**config.mk**
```make
export PLATFORM = sky130hd
export DESIGN_NAME = panel_event_frame_decoder
export DESIGN_NICKNAME = d
export VERILOG_FILES = /design/src/rtl/pefd_pkg.sv /design/src/rtl/pefd_front.sv /design/src/rtl/pefd_queue.sv /design/src/rtl/pefd_back.sv /design/src/rtl/panel_event_frame_decoder.sv
export SDC_FILE = /design/constraint.sdc
export NUM_CORES = 1
export LEC_CHECK = 0
export BUFFER_PORTS_ARGS = -buffer_cell sky130_fd_sc_hd__buf_2
export CORE_MARGIN = 3
export CORE_UTILIZATION = 25
export DETAILED_ROUTE_END_ITERATION = 10
export PLACE_DENSITY = 0.51
export REMOVE_ABC_BUFFERS = 1
export SLEW_MARGIN = 20
export SYNTH_ARGS = -nofsm -noshare
export SYNTH_HDL_FRONTEND = slang
export SYNTH_SLANG_ARGS = --single-unit
```
**constraint.sdc**
```tcl
create_clock -name clock -period 4 [get_ports clock]
set_input_delay 0.4 -clock clock [delete_from_list [all_inputs] [get_ports clock]]
set_output_delay 0.4 -clock clock [all_outputs]
set_load 0.05 [all_outputs]
```
**src/rtl/pefd_pkg.sv**
```systemverilog
package pefd_pkg;

   localparam int FrameBufSizeDefault = 16;
   localparam int RowsPerPageDefault  = 8;

   localparam logic [7:0] FrameStart = 8'h23;  // '#'

   localparam logic [7:0] OpPage   = 8'h50;
   localparam logic [7:0] OpNav    = 8'h51;
   localparam logic [7:0] OpRowAct = 8'h52;
   localparam logic [7:0] OpToggle = 8'h53;
   localparam logic [7:0] OpCycle  = 8'h54;
   localparam logic [7:0] OpEdit   = 8'h55;
   localparam logic [7:0] OpHome   = 8'h60;

   localparam logic [7:0] NavCfgExit = 8'h06;
   localparam logic [7:0] ByteAllOne = 8'hFF;

   localparam logic [3:0] EvCfgEnter = 4'd0;
   localparam logic [3:0] EvCfgExit  = 4'd1;
   localparam logic [3:0] EvHome     = 4'd2;
   localparam logic [3:0] EvRowAct   = 4'd7;
   localparam logic [3:0] EvToggle   = 4'd8;
   localparam logic [3:0] EvCycle    = 4'd9;
   localparam logic [3:0] EvEdit     = 4'd10;
   localparam logic [3:0] EvCommand  = 4'd11;

   // one completed frame, reduced to what the decoder looks at
   typedef struct packed {
      logic [7:0] opcode;
      logic [7:0] arg0;
      logic [7:0] arg1;
      logic       has_arg0;
      logic       has_arg1;
   } frame_desc_type;

endpackage

```
**src/rtl/pefd_front.sv**
```systemverilog
module pefd_front
   import pefd_pkg::*;
#(
   parameter int FRAME_BUF_SIZE = FrameBufSizeDefault
) (
   input  logic           clock,
   input  logic           reset,
   input  logic           req_valid,
   output logic           req_ready,
   input  logic [7:0]     req_rx_byte,
   input  logic           queue_full,
   output logic           push,
   output frame_desc_type push_desc
);

   localparam int LenW = $clog2(FRAME_BUF_SIZE + 1);

   logic            in_frame_ff, in_frame_in;
   logic [LenW-1:0] len_ff, len_in;
   logic [LenW-1:0] cnt_ff, cnt_in;
   logic [7:0]      op_ff, op_in;
   logic [7:0]      p0_ff, p0_in;
   logic [7:0]      p1_ff, p1_in;
   logic            take;
   logic            len_bad;
   logic            last;

   assign req_ready = !queue_full;
   assign take      = req_valid && req_ready;
   assign len_bad   = (req_rx_byte == 8'd0) ||
                      ({1'b0, req_rx_byte} > 9'(FRAME_BUF_SIZE));
   assign last      = (cnt_ff + LenW'(1)) == len_ff;

   always_comb begin
      in_frame_in = in_frame_ff;
      len_in      = len_ff;
      cnt_in      = cnt_ff;
      op_in       = (cnt_ff == LenW'(0)) ? req_rx_byte : op_ff;
      p0_in       = (cnt_ff == LenW'(1)) ? req_rx_byte : p0_ff;
      p1_in       = (cnt_ff == LenW'(2)) ? req_rx_byte : p1_ff;
      push        = 1'b0;
      if (take) begin
         if (!in_frame_ff) begin
            if (req_rx_byte == FrameStart) begin
               in_frame_in = 1'b1;
               len_in      = '0;
               cnt_in      = '0;
            end
         end else if (len_ff == '0) begin
            if (len_bad) begin
               in_frame_in = 1'b0;
            end else begin
               len_in = LenW'(req_rx_byte);
               cnt_in = '0;
            end
         end else if (last) begin
            push        = 1'b1;
            in_frame_in = 1'b0;
            len_in      = '0;
            cnt_in      = '0;
         end else begin
            cnt_in = cnt_ff + LenW'(1);
         end
      end
   end

   assign push_desc.opcode   = op_in;
   assign push_desc.arg0     = p0_in;
   assign push_desc.arg1     = p1_in;
   assign push_desc.has_arg0 = len_ff >= LenW'(2);
   assign push_desc.has_arg1 = len_ff >= LenW'(3);

   always_ff @(posedge clock) begin
      if (reset) begin
         in_frame_ff <= 1'b0;
         len_ff      <= '0;
         cnt_ff      <= '0;
      end else begin
         in_frame_ff <= in_frame_in;
         len_ff      <= len_in;
         cnt_ff      <= cnt_in;
      end
      if (take && in_frame_ff && len_ff != '0) begin
         op_ff <= op_in;
         p0_ff <= p0_in;
         p1_ff <= p1_in;
      end
   end

endmodule

```
**src/rtl/pefd_queue.sv**
```systemverilog
module pefd_queue
   import pefd_pkg::*;
(
   input  logic           clock,
   input  logic           reset,
   input  logic           push,
   input  frame_desc_type push_desc,
   output logic           full,
   input  logic           pop,
   output logic           head_valid,
   output frame_desc_type head_desc
);

   frame_desc_type entry_ff [2];
   logic           wr_ptr_ff, wr_ptr_in;
   logic           rd_ptr_ff, rd_ptr_in;
   logic [1:0]     count_ff, count_in;

   assign full       = count_ff == 2'd2;
   assign head_valid = count_ff != 2'd0;
   assign head_desc  = entry_ff[rd_ptr_ff];

   always_comb begin
      wr_ptr_in = push ? !wr_ptr_ff : wr_ptr_ff;
      rd_ptr_in = pop  ? !rd_ptr_ff : rd_ptr_ff;
      count_in  = count_ff + {1'b0, push} - {1'b0, pop};
   end

   always_ff @(posedge clock) begin
      if (reset) begin
         wr_ptr_ff <= 1'b0;
         rd_ptr_ff <= 1'b0;
         count_ff  <= 2'd0;
      end else begin
         wr_ptr_ff <= wr_ptr_in;
         rd_ptr_ff <= rd_ptr_in;
         count_ff  <= count_in;
      end
      if (push) begin
         entry_ff[wr_ptr_ff] <= push_desc;
      end
   end

`ifndef SYNTHESIS
   a_no_overflow: assert property (@(posedge clock) disable iff (reset)
      !(push && full && !pop))
      else $error("queue push while full");
   a_no_underflow: assert property (@(posedge clock) disable iff (reset)
      !(pop && !head_valid))
      else $error("queue pop while empty");
   a_count_range: assert property (@(posedge clock) disable iff (reset)
      count_ff != 2'd3)
      else $error("queue count out of range");
`endif

endmodule

```
**src/rtl/pefd_back.sv**
```systemverilog
module pefd_back
   import pefd_pkg::*;
#(
   parameter int ROWS_PER_PAGE = RowsPerPageDefault
) (
   input  logic              clock,
   input  logic              reset,
   input  logic              csr_write_enable,
   input  logic [7:0]        csr_write_data,
   input  logic              head_valid,
   input  frame_desc_type    head_desc,
   output logic              pop,
   output logic              rsp_valid,
   input  logic              rsp_ready,
   output logic [3:0]        rsp_event_kind,
   output logic [2:0]        rsp_row_index,
   output logic signed [1:0] rsp_step_direction,
   output logic [3:0]        rsp_command_code,
   output logic [7:0]        rsp_command_value
);

   logic [7:0]        page_id_ff;
   logic              cfg_page_ff, cfg_page_in;
   logic              valid_ff, valid_in;
   logic [3:0]        kind_ff, kind_in;
   logic [2:0]        row_ff, row_in;
   logic signed [1:0] dir_ff, dir_in;
   logic [3:0]        code_ff, code_in;
   logic [7:0]        value_ff, value_in;
   logic              hit;
   logic              row_ok;
   logic              now_cfg;

   assign pop    = head_valid && (!valid_ff || rsp_ready);
   assign row_ok = {1'b0, head_desc.arg0} < 9'(ROWS_PER_PAGE);
   assign now_cfg = head_desc.arg0 == page_id_ff;

   always_comb begin
      hit         = 1'b0;
      cfg_page_in = cfg_page_ff;
      kind_in     = EvCfgEnter;
      row_in      = 3'd0;
      dir_in      = 2'sd0;
      code_in     = 4'd0;
      value_in    = 8'd0;
      unique case (head_desc.opcode) inside
         OpPage: begin
            if (head_desc.has_arg0) begin
               cfg_page_in = now_cfg;
               hit         = now_cfg || cfg_page_ff;
               kind_in     = now_cfg ? EvCfgEnter : EvCfgExit;
            end
         end
         OpNav: begin
            if (head_desc.has_arg0) begin
               if (head_desc.arg0 >= 8'd1 && head_desc.arg0 <= 8'd5) begin
                  hit     = 1'b1;
                  kind_in = head_desc.arg0[3:0] + 4'd1;
               end else if (head_desc.arg0 == NavCfgExit) begin
                  hit         = 1'b1;
                  cfg_page_in = 1'b0;
                  kind_in     = EvCfgExit;
               end
            end
         end
         OpRowAct, OpToggle, OpEdit: begin
            hit     = head_desc.has_arg0 && row_ok;
            row_in  = head_desc.arg0[2:0];
            kind_in = (head_desc.opcode == OpRowAct) ? EvRowAct :
                      (head_desc.opcode == OpToggle) ? EvToggle : EvEdit;
         end
         OpCycle: begin
            hit     = head_desc.has_arg1 && row_ok;
            row_in  = head_desc.arg0[2:0];
            kind_in = EvCycle;
            dir_in  = (head_desc.arg1 == 8'd0 || head_desc.arg1 == ByteAllOne) ?
                      -2'sd1 : 2'sd1;
         end
         OpHome: begin
            hit      = head_desc.has_arg1 && head_desc.arg0 >= 8'd1 &&
                       head_desc.arg0 <= 8'd15;
            kind_in  = EvCommand;
            code_in  = head_desc.arg0[3:0] - 4'd1;
            value_in = head_desc.arg1;
         end
         default: begin
            hit = 1'b0;
         end
      endcase
      valid_in = valid_ff && !rsp_ready;
      if (pop && hit) begin
         valid_in = 1'b1;
      end
   end

   always_ff @(posedge clock) begin
      if (reset) begin
         page_id_ff  <= 8'd0;
         cfg_page_ff <= 1'b0;
         valid_ff    <= 1'b0;
      end else begin
         if (csr_write_enable) begin
            page_id_ff <= csr_write_data;
         end
         if (pop) begin
            cfg_page_ff <= cfg_page_in;
         end
         valid_ff <= valid_in;
      end
      if (pop && hit) begin
         kind_ff  <= kind_in;
         row_ff   <= row_in;
         dir_ff   <= dir_in;
         code_ff  <= code_in;
         value_ff <= value_in;
      end
   end

   assign rsp_valid          = valid_ff;
   assign rsp_event_kind     = kind_ff;
   assign rsp_row_index      = row_ff;
   assign rsp_step_direction = dir_ff;
   assign rsp_command_code   = code_ff;
   assign rsp_command_value  = value_ff;

`ifndef SYNTHESIS
   a_kind_range: assert property (@(posedge clock) disable iff (reset)
      valid_ff |-> kind_ff <= EvCommand)
      else $error("event kind out of range");
   a_dir_only_cycle: assert property (@(posedge clock) disable iff (reset)
      (valid_ff && kind_ff != EvCycle) |-> dir_ff == 2'sd0)
      else $error("step direction set on non-cycle event");
   a_enter_sets_page: assert property (@(posedge clock) disable iff (reset)
      (pop && hit && kind_in == EvCfgEnter) |=> cfg_page_ff)
      else $error("cfg enter without page flag");
`endif

endmodule

```
**src/rtl/panel_event_frame_decoder.sv**
```systemverilog
// Frame decoder: one received byte per cycle, back to back, no stall on req_
// unless the two-entry frame queue is full.
// Path: the frame's last byte is written into the queue as it is taken; the queue head
// is then decoded into the rsp_ output register once that register is empty or read.
// Reset (synchronous, active high): framing, page flag, queue and rsp_valid clear;
// config_page_id returns to 0.
module panel_event_frame_decoder
   import pefd_pkg::*;
#(
   parameter int FRAME_BUF_SIZE = FrameBufSizeDefault,
   parameter int ROWS_PER_PAGE  = RowsPerPageDefault
) (
   input  logic              clock,
   input  logic              reset,
   input  logic              csr_write_enable,
   input  logic [7:0]        csr_write_data,
   input  logic              req_valid,
   output logic              req_ready,
   input  logic [7:0]        req_rx_byte,
   output logic              rsp_valid,
   input  logic              rsp_ready,
   output logic [3:0]        rsp_event_kind,
   output logic [2:0]        rsp_row_index,
   output logic signed [1:0] rsp_step_direction,
   output logic [3:0]        rsp_command_code,
   output logic [7:0]        rsp_command_value
);

   logic           q_full;
   logic           q_push;
   logic           q_pop;
   logic           q_valid;
   frame_desc_type push_desc;
   frame_desc_type head_desc;

   pefd_front #(
      .FRAME_BUF_SIZE(FRAME_BUF_SIZE)
   ) u_front (
      .clock      (clock),
      .reset      (reset),
      .req_valid  (req_valid),
      .req_ready  (req_ready),
      .req_rx_byte(req_rx_byte),
      .queue_full (q_full),
      .push       (q_push),
      .push_desc  (push_desc)
   );

   pefd_queue u_queue (
      .clock     (clock),
      .reset     (reset),
      .push      (q_push),
      .push_desc (push_desc),
      .full      (q_full),
      .pop       (q_pop),
      .head_valid(q_valid),
      .head_desc (head_desc)
   );

   pefd_back #(
      .ROWS_PER_PAGE(ROWS_PER_PAGE)
   ) u_back (
      .clock             (clock),
      .reset             (reset),
      .csr_write_enable  (csr_write_enable),
      .csr_write_data    (csr_write_data),
      .head_valid        (q_valid),
      .head_desc         (head_desc),
      .pop               (q_pop),
      .rsp_valid         (rsp_valid),
      .rsp_ready         (rsp_ready),
      .rsp_event_kind    (rsp_event_kind),
      .rsp_row_index     (rsp_row_index),
      .rsp_step_direction(rsp_step_direction),
      .rsp_command_code  (rsp_command_code),
      .rsp_command_value (rsp_command_value)
   );

endmodule

```
### Word-level counts from Yosys, hierarchy flattened

Memory sizes are Yosys's and may differ from the RTL's. A register that Yosys moved wholly into a read port is not among the register bits.
Cells that the tools add are included.
W data, S select, Z words.

| word-level totals | value |
|---|---|
| flip-flop bits (word level) | 70 |
| memories kept | 1 |
| memory bits (writable) | 52 |
| logic and storage cells | 129 |
| output and inout bits | 23 |
| input bits | 21 |

| operators by class | value |
|---|---|
| reduce and logical (&&, ||, !) cells | 33 |
| multiplexer cells | 45 |
| add/subtract/negate cells | 5 |
| $lt $le $gt $ge | 7 |
| equality and inequality tests | 21 |

Memory list:

| name | words | width | rd ports | clocked after Yosys merged registers in | write ports | line | text |
|---|---|---|---|---|---|---|---|
| u_queue.entry_ff | 2 | 26 | 1 | 1 | 1 | pefd_queue.sv:14 | `frame_desc_type entry_ff [2];` |

Operators with widths:

| kind | number |
|---|---|
| $eq A8 B7 Y1 const B | 7 |
| $mux W5 | 9 |
| $mux W1 | 24 |
| $mux W8 | 3 |
| $pmux W4 S5 | 1 |
| $logic_not A8 Y1 | 2 |
| $mux W4 | 4 |
| $logic_and A1 B1 Y1 | 11 |
| $ge A5 B2 Y1 const B | 2 |
| $logic_not A5 Y1 | 2 |
| $eq A8 B3 Y1 const B | 1 |
| $eq A8 B6 Y1 const B | 1 |
| $eq A8 B8 Y1 | 1 |
| $eq A8 B8 Y1 const B | 1 |
| $ge A8 B1 Y1 const B | 1 |
| $gt A8 B5 Y1 const B | 1 |
| $le A8 B3 Y1 const B | 1 |
| $le A8 B4 Y1 const B | 1 |
| $lt A8 B4 Y1 const B | 1 |
| $ne A3 B3 Y1 const B | 2 |
| $reduce_and A6 Y1 | 1 |
| $reduce_bool A2 Y1 | 3 |
| $add A5 B1 Y5 const B | 1 |
| $eq A5 B1 Y1 const B | 1 |
| other kinds (19) | 29 |

### Logic depth before layout (Yosys ltp)

Gate-level depths: netlist (run 1).

| logic depth | value |
|---|---|
| word-level depth | 8 |
| depth in mapped cells | 10 |
| gate-level depth less buffers | 10 |

### Cells and area by module

Synthesis (run 1) repeated with hierarchy kept, for this count alone.

| second synthesis, totals | value |
|---|---|
| cell total of the unflattened synthesis | 415 |
| area total of the unflattened synthesis | 5,721.7 um^2 |

By module, submodules not included:

| module | cells each | sequential area each (um^2) | times used | area each (um^2) |
|---|---|---|---|---|
| pefd_queue | 102 | 1,661.6 | 1 | 2,199.6 |
| pefd_front | 146 | 940.9 | 1 | 1,766.7 |
| pefd_back | 167 | 830.8 | 1 | 1,755.4 |

### Worst setup path before layout (run 1)

OpenSTA, ideal clock, no wires.

| path | value |
|---|---|
| kind | flip-flop to flip-flop |
| start point | register u_front.cnt_ff[0] |
| end point | memory u_queue.entry_ff[0][0] (netlist name) (enable) |
| stages on the path, launching flop included | 7 |
| arrival time | 3,711 ps |
| data required time | 3,525 ps |
| setup time | 475 ps |
| buffers on the path | 0 |
| slack | -185 ps |
| clock period less this slack | 4,185 ps |
| cell sequence | dfxtp_1 inv_1 ha_1 xor2_1 nor2_1 nand4_1 nor4_1 |

| on the way | value |
|---|---|
| word-level cells in the longest chain between the ends | 8 |

RTL lines:

| item | line | text |
|---|---|---|
| from (decl) | pefd_front.sv:20 | `logic [LenW-1:0] cnt_ff, cnt_in;` |
| from (signal assigned) | pefd_front.sv:81 | `cnt_ff <= cnt_in;` |
| $add A5 B1 Y5 | pefd_front.sv:32 | `assign last = (cnt_ff + LenW'(1)) == len_ff;` |
| $eq A5 B5 Y1 | pefd_front.sv:32 |  |
| $mux W1 | pefd_front.sv:56 | `end else if (last) begin` |
| $mux W1 | pefd_front.sv:49 | `end else if (len_ff == '0) begin` |
| $mux W1 | pefd_front.sv:43 | `if (!in_frame_ff) begin` |
| $mux W1 | pefd_front.sv:42 | `if (take) begin` |
| $mux W1 | pefd_queue.sv:39 | `if (push) begin` |
| $mux W1 (not written as such) | pefd_queue.sv:40 | `entry_ff[wr_ptr_ff] <= push_desc;` |
| to (decl) | pefd_queue.sv:14 |  |

No other way between the ends.

==> results of run 1 <==
-- cells in the mapped netlist (2+ instances only) --
cell type   n
nand3_1     9
or2_2       2
xnor2_1    19
nor4_1      7
buf_2       2
mux2i_1    25
o21ai_0     2
edfxtp_1   97
dfxtp_1    26
a31oi_1     4
mux2_2     26
o31a_1      3
nor2_1     42
or3b_1      3
nor3_1     10
a22oi_1     3
nand2_1    20
or4_1       2
nand4_1     2
or3_1       4
buf_6       2
o22ai_1     2
a21oi_1     7
clkbuf_1    9
o21a_1      3
mux2i_2     2
and2_1      6
inv_1      13
nor2b_1     2
ha_1       10
a22o_1      6
nand4b_1    2
o32ai_1     3
nand3b_1    4
nand2b_1    6
o221ai_1    3
xor2_1      6
-- registers in the layout, indices dropped and copies added, names as in the netlist, 2 cells and up, named ones only --
signal                     cells
u_back.rsp_event_kind          4
u_front.op_ff                  8
u_front.len_ff                 5
u_back.rsp_row_index           3
u_front.p0_ff                  8
u_front.p1_ff                  8
u_queue.entry_ff              52
u_back.rsp_command_code        4
u_front.cnt_ff                 5
u_back.rsp_command_value       8
u_back.page_id_ff              8
u_queue.count_ff               2
u_back.rsp_step_direction      2
-- layout by cell type (no fill, tap or decap), types with 7 or more instances in the layout --
cell type	count
edfxtp_1	97
nand2_1	20
a21oi_1	7
clkbuf_16	17
mux2_2	26
nor2_1	41
nand3_1	9
mux2i_1	25
ha_1	10
inv_1	13
buf_2	43
xnor2_1	19
dfxtp_1	25
nor3_1	10
-- metrics by stage --
| stage | hold WS [ps] | area [um2] |
|---|---|---|
| detailed placement | 505 | 6080 |
| CTS | 211 | 6610 |
| global route | 234 | 6610 |
| finish | 227 | 6610 |
| floorplan | 462 | 5470 |
| global placement | 499 | 6070 |
-- kinds of logic after synthesis --
group | after synthesis | synth area share
mux | 55 | 0.109
simple gates | 125 | 0.116
xor+xnor | 25 | 0.0395
fa+ha+maj | 10 | 0.0226
compound gates | 51 | 0.0723
flops | 123 | 0.620
buf+inv | 26 | 0.0208
-- final timing paths --
kind / slack, ps / end / depth (start not counted) / from
max: 620 / u_back.rsp_event_kind[3] / 8 / flop
min: 230 / u_back.page_id_ff[5] / 3 / csr_write_data[5]
max reg2reg: 620 / u_back.rsp_event_kind[3] / 8 / flop
min reg2reg: 510 / flop / 2 / u_queue.rd_ptr_ff
-- routing by layer --
metal  share of wire  vias up
met3           0.036       18
met5               0        -
li1                -     1667
met2            0.48       59
met1            0.47     1647
met4           0.016        0
-- where the power goes --
| group | internal, mW | switching, mW |
|---|---|---|
| Sequential | 1.39 | 0.0672 |
| Combinational | 0.111 | 0.114 |
| Clock | 0.895 | 0.513 |
-- tightest hold or removal path: cells and delay by family --
kind	cells	cell delay [ps]
buffers and inverters	1	70
muxes	1	60
and+or+nand+nor	1	70
-- cell type report --
cell class / instances / area [um2] / share of cell area
Clock inverter: 11 / 105 / 0.0159
Tap cell: 275 / 344 / 0.0520
Multi-Input combinational cell: 266 / 2000 / 0.303
Clock buffer: 19 / 433 / 0.0655
Sequential cell: 123 / 3430 / 0.519
Timing Repair Buffer: 47 / 245 / 0.0371
Inverter: 13 / 48.8 / 0.00738
==> results, run 1 <==
- For this design the ratio of total power to cell area is 467 nW/um2.
- The top flip-flop cell by instance count after synthesis is edfxtp_1.
- The number of setup buffers added after CTS is 0.
- The area of the core is 21,400 um2.
- The final hold violation count is 0.
- The clock sink total is 123.
- After detailed routing, the total wire length is 11,900 um.
- The path class of the tightest hold or removal check is in2reg.
- The reported max-cap violation count is 0.
- The first detailed-routing pass took 4 iterations.
- After synthesis, the cell types taking the most area are edfxtp_1, dfxtp_1, mux2_2.
- The static leakage power is 2.13 nW.
- At the end of the flow, the number of nets in the layout was 499.
- The final instance count without filler cells is 754.
- STA puts the critical path data arrival time at 3490 ps.
- The fmax is 296 MHz.
- The worst path required time is 4110 ps.
- In the routed layout, each cell is associated on average with a via count of 4.50.
- The area growth from synthesis to layout is 19.4%.
- The dominant cell type by count on the critical path is o31a_1.
- The share of the clock period used by the worst path after layout is 0.844.
- After synthesis the netlist holds a flip-flop and latch count of 123.
- The initial utilization of the core area, before any placement, comes to 0.259.
- The summed instance area of the synthesized netlist is 5540 um2.
- The post-route minimum period is 3380 ps.
- The count of warnings emitted by yosys is 0.
- The layout filler cell count is 2,140.
- The relative slew slack is 0.332.
- Before CTS, the worst setup slack after placement is 622 ps.
- The die is 155 um tall.
- Routability-driven placement finished with a final weighted congestion of 0.772.
- The synthesized design spends more area on one cell type than any other, namely edfxtp_1.
- Of the post-synthesis cell area, the dominant cell type holds 0.526.
- Dividing the synthesized area by the synthesized cell count gives 13.3 um2.
- The transition time at the pin with the least slew margin is 1000 ps.
- Traced cell by cell, the critical path runs through mux2i_2 > ha_1 > or3_1 > a21oi_1 > o31a_1 > a311oi_1 > o31a_1 > buf_4.
- The number of antenna cells inserted is 0.
- Post-CTS repair changed the size of 0 cells.
- The number of ports placed on the die boundary is 44.
- The detail route stage leaves a number of antenna-violating nets equal to 0.
- In this run, CTS created clock tree buffers numbering 17.
- The setup TNS after final layout is 0 ps.
- The run finished with clean final reports.
- In the final routed layout, each cell accounts on average for 15.8 um.
- The number of pins exceeding their max-slew limit in the final report was 0.
- Entering global routing, the biggest net connects 43 pins.
- The critical path in this run is classified as reg2reg.
- The clock slew at the register clock pins of the worst setup and hold paths is 50 ps.
- The worst clock skew on the final layout is 8.77 ps.
- The slowest stage of the critical path is the dfxtp_2 cell.
- The worst path meets setup with 623 ps of slack.
- The first global-routing pass estimated 19,100 um of wire.
- The number of global-route vias before repair is 3,441.
- The placed instance count is 724.
- Setup repair after global routing left no endpoint under its margin.
- Yosys mapped a number of flops with a built-in enable equal to 97.
- The synthesized instance count is 415.
- The detailed-placement wirelength estimate is 8590 um.
- The initial antenna violation count was 0.
- For this run, design rule violations remaining after detail routing come to 0.
- The worst-case IR drop observed on VDD is 0.319 mV.
- For this run, global-route usage on met2 was measured as 0.162.
- The horizontal extent of the die is 155 um.
- The total overflow left after global routing is 0.
- The worst setup path is launched from a flop.
- The die covers 24,000 um2.
- For this block, the initial DRC count from the detailed router was 145.
- Clock tree synthesis selected as its root buffer the cell clkbuf_16.
- Hold repair after CTS inserted 0 buffers.
- In the final layout, the share of cells above drive strength 1 is 0.236.
- The top cell family by delay on the critical path is flip-flops.
- The source-to-sink clock delay at the later pin of the worst-skew pair is 410 ps.
- The H-tree was split into 4 levels.
- The maximum buffer depth of the clock tree is 2.
- The floorplan row count is 53.
- The detailed-route via count is 3,391.
- In this run the worst path has a maximum fanout of 42.
- At the end of the flow the core is filled with cells to 0.309.
- For met1 alone, demand over resource in global routing was 0.136.
- After synthesis, the netlist uses 58 different library cells.
- TritonCTS built the clock tree.
- The largest incremental delay on the critical path is 980 ps.
- The design draws 3.09 mW.
- The post-synthesis sequential area ratio is 0.620.
- Setup violations remaining at the end of the flow were counted as 0.
- The met3 usage is 0.0316.
- Input and output buffers added on the ports amount to 43.
- The most congested layer reported by global routing is met2.
- Across every metal layer, demand over resource in global routing totals 0.104.
- In the synthesized netlist the async set-or-reset flop fraction comes to 0.
- The buffers plus inverters on the worst setup path is 1.
- The worst setup path is captured at a flop.
Power figures use the tool's default switching activity.
==> run 2, diff against run 1 <==
PLACE_DENSITY = 0.5   (was 0.51)
clock period = 3.5 ns   (was 4 ns; I/O delays follow)
==> run 2 against run 1 <==
  * Cell count is 0.80% higher
  * Clock power is 24% higher
  * Sequential cell count stayed put
  * Largest cell class unchanged
  * Register-to-register slack worse by 140 ps
  * Global-route usage hardly changed
  * Die area stayed put
  * Critical path type unchanged
==> results, run 2 (synthesis results as in run 1) <==
- The run finished with clean final reports.
- The clock net in this run drives a total of 123 sinks.
- The maximum buffer depth of the clock tree is 2.
- The number of antenna cells inserted is 0.
- The number of flip-flops under the largest register name is 52.
- The worst path required time is 3580 ps.
- The first global-routing pass estimated 19,100 um of wire.
- The worst-case IR drop observed on VDD is 0.369 mV.
- Setup repair after global routing left no endpoint under its margin.
- STA classifies the critical path endpoint as a flop.
- The number of I/O port buffers is 43.
- The number of DRC markers after the initial detailed-route iteration is 238.
- The number of antenna-violating nets in the routed design is 0.
- The path with the worst hold slack has its endpoint at u_back.page_id_ff[7].
- The register name with the most flops is u_queue.entry_ff.
- The reg2reg setup slack is 480 ps.
- The die boundary height is 155 um.
- The congestion estimate from routability-driven global placement came to 0.789.
- The relative slew slack is 0.569.
- The number of buffers created by CTS is 17.
- TritonCTS built the clock tree.
- Summed over all layers, the global routing overflow is 0.
- The min-delay analysis places its worst path in the category in2reg.
- In this run, placement finished with an instance count of 728.
- The endpoint of the worst register-to-register path is u_back.rsp_command_value[1].
- By startpoint and endpoint, the worst setup path is classified as reg2reg.
- The transition time at the pin with the least slew margin is 641 ps.
- The layout filler cell count is 2,138.
- The final hold violation count is 0.
- In the layout the commonest cells are edfxtp_1, buf_2, nor2_1, mux2_2.
- The initial antenna violation count came to 0.
- The overall die area is 24,000 um2.
- The detailed-route DRC error count is 0.
- The detailed-route via count is 3,413.
- For this run, the top clock speed supported by timing is 331 MHz.
- The clock slew at the register clock pins of the worst setup and hold paths is 60 ps.
- The proportion of layout cells with a drive suffix above 1 is 0.247.
- The largest net degree at the start of global routing is 28.
- The most common cell after layout, fill and taps aside is edfxtp_1.
- The post-route minimum period is 3020 ps.
- The hold buffer count at CTS is 0.
- The total area inside the core boundary comes to 21,400 um2.
- The power density relative to cell area is 547 nW/um2.
- The data arrival time of the worst path is 3110 ps.
- The buffer count from post-CTS setup fixing is 0.
- Across the whole layout, storage elements account for 3430 um2.
- In this run the worst path has a maximum fanout of 27.
- The static leakage power is 2.19 nW.
- At the end of the flow, the number of nets in the layout was 503.
- Post-CTS repair changed the size of 0 cells.
- On the final layout, the worst hold slack is 174 ps.
- The routed wire length is 12,000 um.
- The reported max-cap violation count is 0.
- The number of global-route vias before repair is 3,554.
- Counting instances, the worst hold path has a depth of 3.
- The largest incremental delay on the critical path is 460 ps.
- In this run the number of H-tree levels came out at 4.
- The worst hold path startpoint is csr_write_data[7].
- The number of ports placed on the die boundary is 44.
- The launching element type of the critical path is a flop.
- The floorplan has 53 rows.
- The signal on the critical path passes through buf_4 > or3b_1 > a22oi_2 > nand3_2 > o31a_1 > a311oi_1 > o31a_1 > buf_4.
- The clock arrives with 11.9 ps of skew.
- The average detailed-routed wire length per instance is 15.8 um.
- The number of detailed-routing iterations run before antenna repair is 5.
- The area growth from synthesis to layout is 21.2%.
- Of the available clock period, the critical path in the final layout requires 0.863.
- In the final layout, the multi-input gates occupy 2000 um2.
- The average vias per placed instance is 4.49.
- The number of pins exceeding their max-slew limit in the final report is 0.
- The count of endpoints failing setup in the final report is 0.
- The tree is rooted in a clkbuf_16.
- For the worst flop-to-flop path, the logic depth is 8.
- The initial utilization of the core area, before any placement, comes to 0.259.
- The detailed-placement wirelength estimate is 8590 um.
- From left edge to right edge, the die measures 155 um.
- The slowest stage of the critical path is the or3b_1 cell.
- The final instance count without filler cells is 760.
- The combined global-route utilization of all metal layers is 0.104.
- At the later pin of the worst-skew pair, clock insertion delay measures 410 ps.
[run 2: cell count changes in the layout (fill, tap and decap cells not counted), moves of 2 or more]
cell       before  now
clkbuf_8        0    4
clkinv_2        6    4
clkinv_1        2    0
buf_4           4    8
bufinv_16       2    0
clkbuf_16      17   21
[run 2: metrics by stage]
stage                     worst slack [ps]  setup TNS (ps)  instance area (um2)  utilization  total power, mW
after global routing                   286               0                 6710        0.313             3.83
after global placement                 531               0                 6100        0.285             1.95
final                                  478               0                 6710        0.313             3.67
after floorplan                       -685          -23090                 5470            -             1.87
after CTS                              465               0                 6710        0.313             3.72
after detailed placement               462               0                 6100        0.285             1.96
[run 2: metal layers]
layer | global-route usage | vias up | wire length [um]
met1 | 0.140 | 1648 | 5940
met4 | 0.0463 | 0 | 281
met3 | 0.0294 | 17 | 402
met2 | 0.156 | 73 | 5370
li1 | - | 1675 | -
met5 | 0 | - | 0
[run 2: layout make-up]
class,count,area share
Clock buffer,28,0.0882
Tap cell,275,0.0513
Inverter,13,0.00727
Timing Repair Buffer,51,0.0410
Clock inverter,4,0.00298
Sequential cell,123,0.512
Multi-Input combinational cell,266,0.298
[run 2: power by group]
group,internal [mW],total [mW],leakage (nW),switching [mW]
clock,1.15,1.75,0.307,0.600
combinational,0.133,0.307,0.918,0.174
sequential,1.59,1.62,0.967,0.0348
total,2.87,3.67,2.19,0.808
[run 2: how the worst max path moves through the flow]
stage                      start                     endpoint  slack, ps  cells past startpoint
2_1_floorplan  u_front.cnt_ff[0]       u_queue.entry_ff[0][0]       -690                      6
3_3_place_gp                flop  u_back.rsp_command_value[1]        530                      8
3_5_place_dp                flop  u_back.rsp_command_value[5]        460                      8
4_1_cts                     flop  u_back.rsp_command_value[0]        470                      8
5_1_grt                     flop  u_back.rsp_command_value[6]        290                      8
6_report                    flop  u_back.rsp_command_value[1]        480                      8
[run 2: worst max-delay path: cells and delay by family, from the launching register on]
family / cells / cell delay, ps
compound gates: 4 / 1110
simple gates: 2 / 610
buf+inv: 2 / 550
flops: 1 / 410
==> run 3, diff against run 2 <==
ABC_AREA = 1   (was not set)
CORE_MARGIN = 2   (was 3)
==> run 3 against run 2 <==
  * Sequential share of layout area rose by 0.51 points
  * Power rose by 3.9%
  * Largest cell class unchanged
  * Routed wire length rose by 0.73%
  * Largest power group is now registers
  * Core utilization fell by 0.90 points
  * Setup slack improved by 290 ps
  * Worst hold slack got worse by 19 ps
  * Clock power fell by 9.7%
  * Highest routed layer unchanged
  * Synthesized area rose by 0.34%
==> results, run 3 <==
- The run finished with clean final reports.
- Dividing the detail-routed wire length by the instance count gives 13.2 um.
- The register name with the most flops is u_queue.entry_ff.
- The repair_antennas step left the layout with diodes totalling 0.
- The number of buffers created by CTS is 17.
- In this run the cell area measured after placement is 6110 um2.
- The top flip-flop cell by instance count after synthesis is edfxtp_1.
- The launching element type of the critical path is a flop.
- Yosys printed 0 warnings.
- The share of async-settable or async-resettable flops after synthesis is 0.
- For this run the aggregate overflow at the end of global routing stands at 0.
- The number of gates resized after CTS was 0.
- The first global-routing pass estimated 19,200 um of wire.
- STA classifies the critical path endpoint as a flop.
- The initial cell density of the core is 0.255.
- The power density relative to cell area is 575 nW/um2.
- No sink is reached through more buffers than the 2 on the longest clock path.
- The peak fanout along the critical path is 32.
- The worst clock skew on the final layout is 9.55 ps.
- The buffer count from post-CTS setup fixing is 0.
- The hold buffer count at CTS is 0.
- The clock period could shrink to 2730 ps.
- The initial antenna violation count is 0.
- The die boundary height is 153 um.
- TritonCTS built the clock tree.
- The buffer cell driving the clock tree root is clkbuf_16.
- For this design the top-level I/O count stands at 44.
- VDD sags by at most 0.362 mV.
- By count the netlist is led by nand2_1, edfxtp_1, inv_1.
- The number of detailed-routing iterations run before antenna repair is 4.
- After detailed placement, the design holds a cell count of 882.
- The combined global-route utilization of all metal layers is 0.106.
- At the end of routability-driven placement, the weighted congestion stood at 0.778.
- The transition time at the pin with the least slew margin is 683 ps.
- The average vias per placed instance is 4.24.
- In the finished design, the share of the clock period the worst path needs comes to 0.779.
- In this run the remaining antenna-violating nets after routing total 0.
- The post-synthesis sequential area ratio is 0.618.
- For this block, the routed nets add up to 12,100 um of wire.
- The library cell used most frequently in the layout, excluding fill and tap cells, is nand2_1.
- By area, the combinational part of the netlist is dominated by simple AND/OR/NAND/NOR gates.
- The clock slew at the register clock pins of the worst setup and hold paths is 60 ps.
- The synthesized netlist occupies a cell area of 5560 um2.
- After the last flow step, the layout net total stands at 652.
- The post-layout instance area is 6640 um2.
- The floorplan row count is 54.
- The fraction of the mapped netlist area in compound gates is 0.0822.
- In this run the tool buffered the top-level ports with 43 buffer cells.
- The worst setup path is of the reg2reg kind.
- The reported max-cap violation count is 0.
- In the final layout, the share of cells above drive strength 1 is 0.144.
- The horizontal extent of the die is 153 um.
- Of the post-synthesis cell area, the dominant cell type holds 0.524.
- Leaving out fill and tap cells, the most frequent cells in the layout are nand2_1, edfxtp_1, inv_1, o21ai_0, buf_2.
- After detailed routing, the number of remaining DRC violations is 0.
- Sorting the synthesized cells by area gives the leading types as edfxtp_1, nand2_1, dfxtp_1.
- The number of flops mapped to enable cells by yosys is 97.
- The number of pins exceeding their max-slew limit in the final report is 0.
- Static timing analysis puts the maximum clock frequency at 367 MHz.
- The mean area per synthesized cell is 9.83 um2.
- Entering global routing, the biggest net connects 33 pins.
- The library cell occupying the most area in the post-synthesis netlist is edfxtp_1.
- The share of synthesized cell area in full adder, half adder and majority cells is 0.0225.
- Of the total synthesized cell area, the portion taken by AND, OR, NAND and NOR gates is 0.193.
- The count of endpoints failing setup in the final report is 0.
- Setup repair after global routing left no endpoint under its margin.
- The worst hold path class is in2reg.
- Summed over all nets, the half-perimeter wirelength after detailed placement is 8940 um.
- The final instance count without filler cells is 914.
- The area growth from synthesis to layout is 19.6%.
- The worst hold path startpoint is csr_write_data[6].
- Data on the critical path is required at its endpoint by 3590 ps.
- The overall die area is 23,400 um2.
- The H-tree was split into 4 levels.
- The clock sink total is 123.
- Synthesis handed over a netlist of 565 instances.
- The number of DRC markers after the initial detailed-route iteration is 249.
- The number of global-route vias before repair was 3,602.
- In this run, distinct cell masters in the synthesized netlist total 34.
- Of the total synthesized cell area, the portion taken by XOR and XNOR cells is 0.0158.
- The final hold violation count was 0.
- Among all cell types in the netlist, the one instantiated most often is nand2_1.
- The register with the most flip-flops in the layout has 52 of them.
- For the worst-skew pair, the clock arrives at the later sink with an insertion delay of 410 ps.
- The area of the core is 21,800 um2.
- The detailed router placed 3,875 vias in this run.
- The flip-flop and latch count after synthesis is 123.
- The data arrival time of the worst path is 2820 ps.
- Summed over all cells, the static leakage comes to 2.53 nW.
- The proportion of synthesized area in mux cells is 0.0126.
- Measured against its own limit, the worst slew margin works out to 0.545.
## run 3: kinds of logic (layout without fill, tap and decap cells)
group,count (synthesis),in the layout
and+or+nand+nor,252,252
DFF,123,123
AOI/OAI and AO/OA,86,86
buffers and inverters,77,146
adders and majority gates,10,10
xor gates and xnor gates,10,10
muxes,7,7
## run 3: layout make-up
type | instances | area (um2)
fill | 2287 | 15200
sequential | 123 | 3430
timing repair buffer | 49 | 260
multi-input combinational | 365 | 1820
clock buffer | 26 | 500
tap | 280 | 350
inverter | 65 | 244
clock inverter | 6 | 36.3
## run 3: per-stage QoR
stage          power (mW)  setup TNS (ps)   util  hold WS [ps]  setup slack (ps)
2_1_floorplan        2.10          -20750      -           412              -798
3_3_place_gp         2.27               0  0.280           440               737
3_5_place_dp         2.27               0  0.280           444               734
4_1_cts              3.86               0  0.304           139               714
5_1_grt              4.01               0  0.304           141               474
6_report             3.82               0  0.304           155               772
## run 3: critical path, cell delays in order, from the launching register on
cell and delay, ps:
dfxtp_1 330, buf_4 350, nand2_1 130, nand2_1 230
ha_1 210, inv_1 40, nand2_1 70, nand2_1 50
nand2_1 80, nand3_1 140, nand3_1 120, nand2_1 50
inv_1 70, nand2_1 50, nand2_1 50, nand2_1 80
inv_1 80, buf_4 260
## run 3: path summary, 6_finish.rpt
check / slack, ps / depth (start not counted) / to
worst max-delay path: 770 / 17 / u_back.rsp_event_kind[0]
worst min-delay path: 160 / 3 / u_back.page_id_ff[6]
worst max register to register: 770 / 17 / u_back.rsp_event_kind[0]
worst min register to register: 450 / 1 / u_queue.rd_ptr_ff
## run 3: power by group
group / leakage [nW] / internal [mW] / switching [mW]
logic: 1.30 / 0.184 / 0.446
clock network: 0.260 / 0.980 / 0.600
registers: 0.967 / 1.59 / 0.0170
## run 3: routing by layer
layer	vias up	global-route usage	routed length [um]
met5	-	0	0
met2	79	0.151	5090
met1	1763	0.153	6030
li1	2015	-	-
met4	0	0.0397	185
met3	18	0.0318	772
